==> src/design/c2d_ram.sv <==
// ----------------------------------------------------------------------------
// c2d_ram
// Simple dual-port memory: one write port, one read port, registered read.
// ----------------------------------------------------------------------------
module c2d_ram #(
  parameter int WIDTH = 16,
  parameter int AW    = 6
) (
  input  logic             clk,
  input  logic             we,
  input  logic [AW-1:0]    waddr,
  input  logic [WIDTH-1:0] wdata,
  input  logic [AW-1:0]    raddr,
  output logic [WIDTH-1:0] rdata
);

  logic [WIDTH-1:0] mem [2**AW];

  always_ff @(posedge clk) begin
    if (we) begin
      mem[waddr] <= wdata;
    end
  end

  always_ff @(posedge clk) begin
    rdata <= mem[raddr];
  end

endmodule

==> config.mk <==
export PLATFORM = sky130hd
export DESIGN_NAME = c2d_ram
export DESIGN_NICKNAME = d
export VERILOG_FILES = /design/src/design/c2d_ram.sv
export SDC_FILE = /design/constraint.sdc
export NUM_CORES = 1
export LEC_CHECK = 0
export BUFFER_PORTS_ARGS = -buffer_cell sky130_fd_sc_hd__clkbuf_2
export CORE_UTILIZATION = 50
export CTS_CLUSTER_SIZE = 8
export DETAILED_ROUTE_END_ITERATION = 16
export HOLD_SLACK_MARGIN = 0.05
export PLACE_DENSITY_LB_ADDON = 0.08
export RECOVER_POWER = 100
export SLEW_MARGIN = 0
export SYNTH_ARGS = -nofsm -noshare
export SYNTH_HDL_FRONTEND = slang
export SYNTH_SLANG_ARGS = --single-unit
==> constraint.sdc <==
create_clock -name clk -period 3.5 [get_ports clk]
set_input_delay 0.525 -clock clk [delete_from_list [all_inputs] [get_ports clk]]
set_output_delay 0.525 -clock clk [all_outputs]
set_load 0.02 [all_outputs]
; ---- After elaboration in Yosys (flattened, before gate mapping)
; Memory sizes are Yosys's and may differ from the RTL's. A register that Yosys moved wholly into a read port is not among the register bits.
; Index checks and enable logic that the tools add are counted.
[totals]
reg_bits = 0
ramBits = 1024
in_bits = 30
output_inout_bits = 16
word_cells = 3
memories = 1
[memory_table]
columns = name, depth, word_bits, rd, rd_ports_with_merged_regs, wr, line
row1 = mem, 64, 16, 1, 1, 1, 17  ; logic [WIDTH-1:0] mem [2**AW];
[classes]
n_mux = 2
[ops]
columns = op, n
row1 = 2-to-1 mux 1 bit, 2

; ---- Logic depth before layout (Yosys ltp)
[depth]
depth_word = 2
depth_mapped = 10
depth_no_buf = 5

; ---- Worst setup path after synthesis
; OpenSTA, ideal clock, no wires.
[synth_path]
path_kind = input port to flip-flop
startpoint = in waddr[3]
endpoint = mem mem[48][0], enable pin
setup_time_ps = 409
t_arrival_ps = 2151
path_slack_ps = 940
path_stages = 4
path_cell_list = clkbuf_1 nor2b_1 nand4b_1 nor3_1
[synth_lines]
columns = element, line
row1 = start: declaration, 11  ; input logic [AW-1:0] waddr,
row2 = end: declaration, 17
; No word-level cell before the write port.

==> key figures <==
Drt
  • Total via count in the routed design: 19.5k
  • Initial DRC count: 1,800
  • Antenna-violating nets left: 0
  • Final routed DRC violation total: 0
  • Mean number of vias per cell: 6.09
  • Drt wl/cell: 31.0 um
  • Total wirelength of the detailed-routed design: 99,000 um
  • Length of the first detailed-routing pass in iterations: 6

Pwr
  • Leakage power total: 14.6 nW
  • Max IR drop VDD: 0.000442 V
  • Power per Cell Area: 608 nW/um^2
  • Total power: 28.0 mW

Clocking
  • Insertion delay to the later sink of the worst-skew pair: 0.71 ns
  • CTS buffer count: 148
  • Clk slew on worst S/H paths: 0.05 ns
  • Count of buffers added by post-CTS timing repair for setup: 0
  • Number of buffers inserted by hold repair at cts: 0
  • Bufs on Longest Clock Path: 3
  • # clock sinks: 1,040
  • Clk Tree Root Cell: clkbuf_16
  • TritonCTS clock tree: built
  • Count of cells resized by post-cts repair: 0
  • H-tree depth reported by CTS: 4

Floorplan
  • Number of top-level design ports: 46
  • Die height: 285 um
  • Row Count: 103
  • Initial core utilization: 0.506
  • Die boundary width: 285 um
  • Placeable core region: 79,100 sq um
  • Die Area: 81,200 sq um

Critical path
  • Data arrival time of the critical path: 3.40 ns
  • Setup slack, reg-to-reg: 0.97 ns
  • Crit end category: flip-flop
  • Path type of the worst setup path: input port to flip-flop
  • Worst endpoint required time: 4.04 ns
  • Critical path fanouts, max: 51
  • CP startpoint kind: input port

Placement
  • Number of buffer cells added on primary ports: 45
  • Post-DP HPWL: 59,700 um
  • Pre-CTS setup slack: 0.259 ns
  • Routability congestion estimate from global placement: 0.818

Global routing
  • Sum of overflow across all layers after global routing: 0
  • GRT Util Overall: 0.251
  • First-pass GRT wire length: 144,000 um
  • Largest net degree at the start of global routing: 66
  • Via count of the first global-routing pass: 20.2k
  • Number of antenna violations at the first check in global routing: 2

Status
  • Violations in the final reports: capacitance limit, slew limit
  • Result of the run: complete, but fails checks

Worst hold path
  • Class of the tightest hold or removal check: input port to flip-flop

Synth
  • Synth unique cells: 43
  • Largest family of logic cells by synthesized area: multiplexers
  • Cells after Synth: 1,829
  • Net count of the mapped netlist: 1,859
  • Synthesized-area fraction occupied by ao, oa, aoi and oai cells: 0.0241
  • Sequential fraction of the synthesis area: 0.776
  • Mux share of post-synthesis cell area: 0.155
  • XOR/XNOR Fraction of Synth Area: 0
  • Area share of fa/ha/maj cells after synthesis: 0
  • Flip-flop and latch count after synthesis: 1,040
  • Synth Area in Simple Gates: 0.0265
  • Warning count from the yosys run: 0
  • Post-synthesis average cell area: 21.9 sq um
  • Cell area after synthesis: 40,000 sq um

STA
  • Actual transition at the worst max-transition pin: 2.91 ns
  • Share of the clock period used by the worst path after layout: 0.816
  • Final hold violation count: 0
  • Final worst-path setup slack: 0.645 ns
  • Worst slew slack as a fraction of its limit: -0.938
  • Clock period minus worst slack: 2.85 ns
  • Upper clock frequency limit: 350 MHz
  • Max Transition Viols Final: 706
  • Setup repair after global routing missed its margin: false
  • Setup Viol. Count Final: 0
  • Fin Setup TNS: 0 ns
  • Max Clock Skew: 0.0246 ns
  • Hold slack: 0.401 ns

Run
  • Max capacitance violation total: 17

Layout
  • Fraction of layout cells with a size suffix above 1: 0.236
  • Number of antenna repair diodes: 0
  • Layout overhead on the synthesized area: 14.9%
  • Number of fillers in the final layout: 5,877
  • Number of nets in the layout: 2,122
-- path summary, 6_finish.rpt --
check	to	from	cells past startpoint
max reg2reg	rdata[11]	mem[23][11]	6
min	mem[54][5]	waddr[1]	3
min reg2reg	rdata[12]	mem[63][12]	5
max	rdata[6]	raddr[0]	6
-- per-layer routing --
layer | up-vias | wire length (um) | GRT usage | share of wire
met5 | - | 12 | 0 | 0.00012
met4 | 2 | 2200 | 0.0753 | 0.022
met3 | 149 | 5130 | 0.0403 | 0.052
met2 | 609 | 49400 | 0.408 | 0.50
met1 | 10500 | 42200 | 0.353 | 0.43
li1 | 8183 | - | - | -
-- synth_stat cells --
cell type | instances | area, sq um
buf_4 | 13 | 97.6
o21ai_0 | 5 | 25.0
nand2_1 | 59 | 221
nand4b_1 | 1 | 8.76
mux4_1 | 4 | 105
buf_8 | 3 | 45.0
mux2_2 | 27 | 304
a22o_1 | 6 | 52.6
nand4_1 | 12 | 75.1
a221oi_1 | 16 | 140
nor2b_1 | 30 | 188
edfxtp_1 | 1024 | 30700
clkbuf_1 | 24 | 90.1
dfxtp_1 | 16 | 320
a22oi_1 | 39 | 293
a311oi_1 | 8 | 70.1
a41oi_1 | 5 | 43.8
a31oi_1 | 8 | 50.1
a211oi_1 | 8 | 60.1
a21oi_1 | 17 | 85.1
and4_1 | 5 | 43.8
a211o_1 | 8 | 70.1
mux4_2 | 220 | 4950
nand2_4 | 1 | 11.3
buf_6 | 17 | 191
nand3b_1 | 2 | 15.0
buf_2 | 36 | 180
a221o_1 | 6 | 60.1
nand2b_1 | 3 | 18.8
nor2_1 | 72 | 270
nand3_1 | 24 | 120
clkbuf_2 | 2 | 10.0
or3b_2 | 1 | 8.76
nor4_2 | 3 | 37.5
and2_1 | 2 | 12.5
or3_1 | 1 | 6.26
o21ai_1 | 3 | 15.0
buf_12 | 5 | 100
clkbuf_4 | 1 | 7.51
nor3_1 | 2 | 10.0
nor2_2 | 2 | 12.5
mux2i_1 | 85 | 851
buf_1 | 3 | 11.3
-- power breakdown --
part,total [mW],leakage (nW),internal [mW],switching (mW)
clock,12.8,2.00,7.87,4.92
combinational,1.32,3.23,0.480,0.841
sequential,13.9,9.35,13.8,0.0440
total,28.0,14.6,22.2,5.80
-- critical path, cell delays in order --
cell	delay, ns
buf_8	0.29
clkbuf_4	0.94
mux4_1	0.67
mux2_2	0.30
a21oi_1	0.38
nor4_1	0.19
-- cell families after synthesis --
logic type             count (synthesis)
buffers and inverters                104
AOI/OAI and AO/OA                    129
DFF                                 1040
and+or+nand+nor                      220
muxes                                336
-- flip-flops by register name, indices dropped and copies added, names as in the netlist --
| signal | flops |
|---|---|
| mem | 1024 |
| rdata | 16 |
-- per-stage QoR --
step	cells	util	area (sq um)
finish	3196	0.582	46000
detailed placement	2992	0.535	42300
CTS	3196	0.587	46500
global route	3196	0.582	46000
global placement	2992	0.535	42300
floorplan	1829	-	40000
-- cells in the final DEF (no fill, tap or decap), types with 2 or more instances in the layout --
cell type  count
edfxtp_1    1024
mux4_2       220
clkbuf_1     168
clkbuf_16    154
mux2i_1       85
nor2_1        72
buf_4         66
nand2_1       59
a22oi_1       39
nor2b_1       30
mux2_2        27
nand3_1       24
a21oi_1       17
a221oi_1      16
dfxtp_1       16
nand4_1       12
buf_12        10
a211o_1        8
a31oi_1        8
a211oi_1       8
a311oi_1       8
clkbuf_2       8
a22o_1         6
a221o_1        6
a41oi_1        5
o21ai_0        5
and4_1         5
inv_6          5
mux4_1         4
nand2b_1       3
o21ai_1        3
clkinv_8       3
nor2_2         2
nor4_2         2
nand3b_1       2
and2_1         2
buf_8          2
-- final cells by class --
class | count | area, sq um | share of cell area
Clock inverter | 10 | 121 | 0.00264
Clock buffer | 194 | 4000 | 0.0870
Timing Repair Buffer | 217 | 1280 | 0.0278
Tap cell | 1050 | 1310 | 0.0285
Multi-Input combinational cell | 685 | 8240 | 0.179
Sequential cell | 1040 | 31100 | 0.675
Power figures use the tool's default switching activity.
