**config.mk**
```make
export PLATFORM = sky130hd
export DESIGN_NAME = c2d_mac
export DESIGN_NICKNAME = d
export VERILOG_FILES = /design/src/design/c2d_pkg.sv /design/src/design/c2d_mac.sv
export SDC_FILE = /design/constraint.sdc
export NUM_CORES = 1
export LEC_CHECK = 0
export BUFFER_PORTS_ARGS = -buffer_cell sky130_fd_sc_hd__buf_2
export CELL_PAD_IN_SITES_DETAIL_PLACEMENT = 1
export CELL_PAD_IN_SITES_GLOBAL_PLACEMENT = 2
export CORE_UTILIZATION = 44
export DETAILED_ROUTE_END_ITERATION = 8
export PLACE_DENSITY_LB_ADDON = 0.05
export SLEW_MARGIN = 20
export SYNTH_ARGS = -nofsm -noshare
export SYNTH_HDL_FRONTEND = slang
export SYNTH_SLANG_ARGS = --single-unit
```
**constraint.sdc**
```tcl
create_clock -name clk -period 9.2 [get_ports clk]
set_input_delay 0.46 -clock clk [delete_from_list [all_inputs] [get_ports clk]]
set_output_delay 0.46 -clock clk [all_outputs]
set_load 0.05 [all_outputs]
```
**src/design/c2d_pkg.sv**
```systemverilog
// ----------------------------------------------------------------------------
// c2d_pkg
// Shared types and constants for the sliding-window 2d convolution block.
// ----------------------------------------------------------------------------
package c2d_pkg;

  localparam int MAX_WIDTH_DEF  = 256;
  localparam int MAX_KERNEL_DEF = 8;

  localparam int SAMPLE_W = 16;
  localparam int PROD_W   = 2 * SAMPLE_W;
  localparam int ACC_W    = 38;
  localparam int IDX_W    = 6;
  localparam int COORD_W  = 8;
  localparam int WIDTH_W  = 9;
  localparam int KSIZE_W  = 4;
  localparam int CFG_W    = WIDTH_W;
  localparam int CFG_IDX_W = 1;
  localparam int S_DATA_W = 24;
  localparam int M_DATA_W = 56;

  localparam logic [WIDTH_W-1:0] IMAGE_WIDTH_RST = 9'd256;
  localparam logic [KSIZE_W-1:0] KERNEL_SIZE_RST = 4'd3;

  localparam logic [CFG_IDX_W-1:0] REG_IMAGE_WIDTH = 1'b0;
  localparam logic [CFG_IDX_W-1:0] REG_KERNEL_SIZE = 1'b1;

  localparam logic ACT_WEIGHT = 1'b0;
  localparam logic ACT_PIXEL  = 1'b1;

  typedef enum logic [1:0] {
    ST_IDLE,
    ST_RUN,
    ST_DRAIN
  } state_t;

  // travels with each tap through the multiply-accumulate pipeline
  typedef struct packed {
    logic valid;
    logic first;
    logic last;
  } mac_ctl_t;

endpackage

```
**src/design/c2d_mac.sv**
```systemverilog
// ----------------------------------------------------------------------------
// c2d_mac
// Shared multiply-accumulate unit: registered product, then a 38-bit
// accumulator that restarts on the first tap of a window.
// ----------------------------------------------------------------------------
module c2d_mac (
  input  logic                                clk,
  input  logic                                rst,
  input  c2d_pkg::mac_ctl_t                   ctl,
  input  logic signed [c2d_pkg::SAMPLE_W-1:0] pixel,
  input  logic signed [c2d_pkg::SAMPLE_W-1:0] weight,
  output logic signed [c2d_pkg::ACC_W-1:0]    acc,
  output logic                                done
);

  logic signed [c2d_pkg::PROD_W-1:0] prod;
  c2d_pkg::mac_ctl_t                 prod_ctl;

  always_ff @(posedge clk) begin
    prod <= pixel * weight;
    if (prod_ctl.valid) begin
      if (prod_ctl.first) begin
        acc <= c2d_pkg::ACC_W'(prod);
      end else begin
        acc <= acc + c2d_pkg::ACC_W'(prod);
      end
    end
  end

  always_ff @(posedge clk) begin
    if (rst) begin
      prod_ctl <= '0;
      done     <= 1'b0;
    end else begin
      prod_ctl <= ctl;
      done     <= prod_ctl.valid & prod_ctl.last;
    end
  end

endmodule

```
# Yosys cells after proc, flatten, opt, wreduce, memory -nomap -nowiden
# Index checks and enable logic that the tools add are counted.
[word_totals] reg_bits=74 inputBits=37 out_inout_bits=39 elab_cells=10
[classes] add_sub_neg=1 multipliers=1 n_mux=1 bitwise=1
[ops] operator="adder 38 x 32 -> 38 bit" count=1
[ops] operator="two-way mux 38 bit" count=1
[ops] operator="multiplier 16 x 16 -> 32 bit" count=1
[ops] operator="bitwise AND 1 bit" count=1

# Depth between registers and ports, before layout
[logic_depth] ltp_word=2 depth_mapped=23 ltp_nobuf=22

# Worst setup path before layout
# Ideal clock, no wire load.
[synth_timing] path_type="input -> register" start="in pixel[15] (netlist name)" end="reg prod[31] (netlist name)" setup_ps=114 arrival_ps=5965 required_time_ps=9086 setup_slack_ps=3121 cell_stages=19 n_path_buf=1 cell_sequence="clkbuf_1 -> nand2_1 -> inv_1 -> fa_1 -> fa_1 -> fa_1 -> fa_1 -> fa_1 -> inv_1 -> fa_1 -> inv_1 -> ha_1 -> a21o_1 -> a21o_1 -> a21oi_1 -> o21ai_0 -> o41ai_2 -> mux2i_1 -> a2111oi_0"
[synth_between] elab_chain_len=1
[synth_lines] element="from (decl)" line="c2d_mac.sv:10" source="input logic signed [c2d_pkg::SAMPLE_W-1:0] pixel,"
[synth_lines] element="multiplier 16 x 16 -> 32 bit" line="c2d_mac.sv:20" source="prod <= pixel * weight;"
[synth_lines] element="to (signal assigned)" line="c2d_mac.sv:20"
[synth_lines] element="to (decl)" line="c2d_mac.sv:16" source="logic signed [c2d_pkg::PROD_W-1:0] prod;"
# No other way between the ends.
# A chain may end at the register's enable or synchronous reset.

# Worst setup path after layout
# Ends and elaborated chain as after synthesis.

==> metrics.txt <==
# TYPE chip_impl_metric gauge
chip_impl_info{name="critPathTopFamily",value="adder cells"} 1
chip_impl_metric{name="design_area",unit="um2"} 15020
chip_impl_metric{name="num_vias",unit=""} 10164
chip_impl_metric{name="floorplan.rows",unit=""} 64
chip_impl_metric{name="placed_cell_area",unit="um2"} 14700
chip_impl_info{name="most_repeated_library_cell_on_the_critical_path",value="fa_1"} 1
chip_impl_metric{name="maximum_clock_frequency",unit="GHz"} 0.1590
chip_impl_metric{name="maxCapViolCount",unit=""} 0
chip_impl_metric{name="synthCells",unit=""} 1506
chip_impl_metric{name="globalRouteOverflowTotal",unit=""} 0
chip_impl_metric{name="timing.final.crit_period",unit="ps"} 6289
chip_impl_metric{name="largest_net_degree_at_the_start_of_global_routing",unit=""} 65
chip_impl_metric{name="dieWidth",unit="um"} 180.4
chip_impl_metric{name="layout_setup_ws",unit="ps"} 2911
chip_impl_metric{name="grt_use_total",unit=""} 0.2316
chip_impl_metric{name="grt_use_met2",unit=""} 0.3780
chip_impl_metric{name="required",unit="ps"} 9420
chip_impl_metric{name="fin_nets",unit=""} 1966
chip_impl_metric{name="fp.dieArea",unit="um2"} 32530
chip_impl_metric{name="synth_top_area_share",unit=""} 0.3761
chip_impl_metric{name="skew_pair_late_insertion_delay",unit="ps"} 350
chip_impl_metric{name="route.detailed.wl_per_inst",unit="um"} 18.63
chip_impl_metric{name="design.core.area",unit="um2"} 30910
chip_impl_info{name="critical_path.startpoint_type",value="input pin"} 1
chip_impl_metric{name="detail_route.iter0.violations",unit=""} 424
chip_impl_metric{name="place_congestion",unit=""} 0.8274
chip_impl_metric{name="regToRegSetupSlack",unit="ps"} 5750
chip_impl_metric{name="drcViolationCount",unit=""} 0
chip_impl_metric{name="worstPathArrival",unit="ps"} 6510
chip_impl_metric{name="synthesis.area_per_instance",unit="um2"} 9.295
chip_impl_metric{name="postSynth.asyncResetShare",unit=""} 0
chip_impl_metric{name="cts-resized-gates",unit=""} 0
chip_impl_metric{name="synth_simple_gate_area_share",unit=""} 0.1469
chip_impl_info{name="combinational_family_with_the_most_area_after_synthesis",value="adder cells"} 1
chip_impl_metric{name="yosysWarnings",unit=""} 0
chip_impl_metric{name="start_util",unit=""} 0.4529
chip_impl_metric{name="final_min_period_over_clock_period",unit=""} 0.6836
chip_impl_metric{name="synth-edff-count",unit=""} 38
chip_impl_metric{name="synth.mux.area_fraction",unit=""} 0.004648
chip_impl_metric{name="antenna_left",unit=""} 0
chip_impl_metric{name="netlist_area",unit="um2"} 14000
chip_impl_info{name="path_cells",value="buf_2 > nand2_1 > inv_1 > fa_1 > fa_1 > fa_1 > fa_1 > fa_1 > inv_1 > fa_1 > inv_1 > ha_1 > a21o_1 > a21o_1 > a21oi_1 > o21ai_0 > o41ai_2 > mux2i_1 > a2111oi_0"} 1
chip_impl_info{name="unrepaired_setup_endpoints_after_global_routing",value="no"} 1
chip_impl_info{name="synth_area_leaders",value="fa_1, ha_1, inv_1"} 1
chip_impl_metric{name="postCtsSetupRepairBufs",unit=""} 0
chip_impl_metric{name="fin_skew",unit="ps"} 8.694
chip_impl_info{name="cp-end-kind",value="flop"} 1
chip_impl_metric{name="final_layout_size_suffix_gt1_frac",unit=""} 0.07410
chip_impl_metric{name="globalRouteMet1Util",unit=""} 0.3347
chip_impl_metric{name="worst_slew_margin_rel",unit=""} 0.3263
chip_impl_metric{name="slowest_delay",unit="ps"} 850
chip_impl_metric{name="cts-root-to-sink-buffers",unit=""} 2
chip_impl_metric{name="die_height",unit="um"} 180.4
chip_impl_info{name="synth_top_flop_cell",value="edfxtp_1"} 1
chip_impl_metric{name="io_pins",unit=""} 76
chip_impl_metric{name="slew_violations",unit=""} 0
chip_impl_metric{name="area_growth_syn_to_layout",unit="%"} 7.267
chip_impl_metric{name="yosys.cell_types.count",unit=""} 64
chip_impl_metric{name="cts_inserted_buffers",unit=""} 9
chip_impl_metric{name="synth_compound_area_frac",unit=""} 0.1011
chip_impl_metric{name="yosysSeqAreaShare",unit=""} 0.1330
chip_impl_metric{name="global_route.usage.met3",unit=""} 0.02102
chip_impl_metric{name="synth.ff_latch_count",unit=""} 74
chip_impl_metric{name="setup-violations-final",unit=""} 0
chip_impl_metric{name="cts_sinks",unit=""} 74
chip_impl_info{name="min-delay-path-class",value="in -> reg"} 1
chip_impl_info{name="critPathKind",value="in -> reg"} 1
chip_impl_metric{name="h-tree-depth",unit=""} 3
chip_impl_info{name="cts_root_buffer",value="clkbuf_16"} 1
chip_impl_metric{name="numPortBuffers",unit=""} 75
chip_impl_metric{name="avgViaCountPerCell",unit=""} 5.218
chip_impl_info{name="tritoncts",value="done"} 1
chip_impl_metric{name="drt_pre_antenna_iters",unit=""} 5
chip_impl_info{name="netlist.top_cell.by_area",value="fa_1"} 1
chip_impl_metric{name="synth_fa_ha_area_frac",unit=""} 0.4825
chip_impl_info{name="outcome",value="finished clean"} 1
chip_impl_metric{name="grt_antenna_before_repair",unit=""} 0
chip_impl_metric{name="path_max_fanout",unit=""} 16
chip_impl_metric{name="synthesized_net_count",unit=""} 1925
chip_impl_info{name="global_route.peak_usage_layer",value="met2"} 1
chip_impl_metric{name="ctsHoldBuffers",unit=""} 0
chip_impl_metric{name="critPathBufInv",unit=""} 4
chip_impl_metric{name="report.final.hold_viol_count",unit=""} 0
chip_impl_metric{name="route.final.wire_length",unit="um"} 36290
chip_impl_metric{name="final.setup.tns",unit="ps"} 0
chip_impl_metric{name="clkTransAtPathRegs",unit="ps"} 60
chip_impl_info{name="crit_slowest_cell",value="fa_1"} 1
chip_impl_metric{name="fraction_of_synthesized_cell_area_in_xor_and_xnor_cells",unit=""} 0.03691
chip_impl_metric{name="n_antenna_cell",unit=""} 0
chip_impl_metric{name="pre_cts_ws",unit="ps"} 2495
chip_impl_metric{name="worst-slew-pin-transition",unit="ps"} 1011
chip_impl_metric{name="grt_pass1_wl",unit="um"} 58840
chip_impl_metric{name="vias_in_the_first_global_route",unit=""} 10933
chip_impl_metric{name="detailed_place_hpwl",unit="um"} 30420
## path summary, 6_finish.rpt
path                               start                     end  cells past startpoint
hold / removal                       rst  prod_ctl[2]$_SDFF_PP0_                      2
setup / recovery               pixel[15]        prod[31]$_DFF_P_                     19
hold reg to reg   prod_ctl[0]$_SDFF_PP0_         done$_SDFF_PP0_                      2
setup reg to reg         prod[0]$_DFF_P_       acc[34]$_DFFE_PP_                     12
## synth_stat cells, types with 6 or more instances
library cell and count:
and2_1 128, a211oi_1 6, nand3_1 12, xor2_1 14, nand4_1 6, inv_1 305
dfxtp_1 36, nor2b_1 8, nand2b_1 7, o21ai_0 45, o21bai_1 11, nor3_1 16
nor2_1 53, o31ai_1 10, fa_1 263, a31oi_1 6, a21oi_1 62, a21o_1 22
xnor2_1 45, o21a_1 13, clkbuf_1 43, edfxtp_1 38, nand2_1 169, ha_1 119
## metrics by stage
step             util  cells  hold slack, ps
3_5_place_dp   0.4755   1932           412.2
3_3_place_gp   0.4755   1932           399.8
5_1_grt        0.4858   1948           329.2
6_report       0.4858   1948           315.7
4_1_cts        0.4858   1948           306.1
2_1_floorplan       -   1506           395.2
## cell families after synthesis
group	after synthesis
AOI/OAI and AO/OA	213
muxes	6
and+or+nand+nor	420
buffers and inverters	352
adders and majority gates	382
xor gates and xnor gates	59
DFF	74
## worst register-to-register path, delay by kind of cell (launching register included)
kind | cells | cell delay, ps
AO/OA/AOI/OAI | 6 | 1770
adder cells (fa/ha/maj) | 2 | 610
buffers and inverters | 1 | 70
flip-flops | 1 | 360
AND/OR/NAND/NOR | 3 | 390
## registers in the layout, indices dropped and copies added, names as in the netlist
signal,count
acc,38
prod,32
prod_ctl,3
done,1
## metal layers
metal,vias to the layer above,wire [um]
met5,-,0
met3,26,1035
met2,157,16870
li1,4801,-
met1,5180,17920
met4,0,458
## layout make-up
class / count / area (um2)
Inverter: 306 / 1149
Fill cell: 3612 / 15890
Timing Repair Buffer: 76 / 382.9
Multi-Input combinational cell: 1080 / 10810
Tap cell: 396 / 495.5
Clock inverter: 3 / 26.28
Sequential cell: 74 / 1864
Clock buffer: 13 / 291.5
## placed cells by master (no fill, tap or decap), drive strengths merged, types with 5 or more instances in the layout
cell type  instances
buf               76
xnor2             45
nand2            169
ha               119
fa               263
clkbuf            13
nand4              6
and3               5
xor2              14
o21bai            11
nor2              53
nand3             12
o21a              14
a21o              22
o21ai             45
edfxtp            38
a211oi             7
and2             128
a31oi              6
o31ai             10
dfxtp             36
nor3              16
nor2b              8
a21oi             63
nand2b             7
inv              308
Power is not shown: default switching activity piles up to over one toggle a cycle in this logic, so the estimate is an artifact.
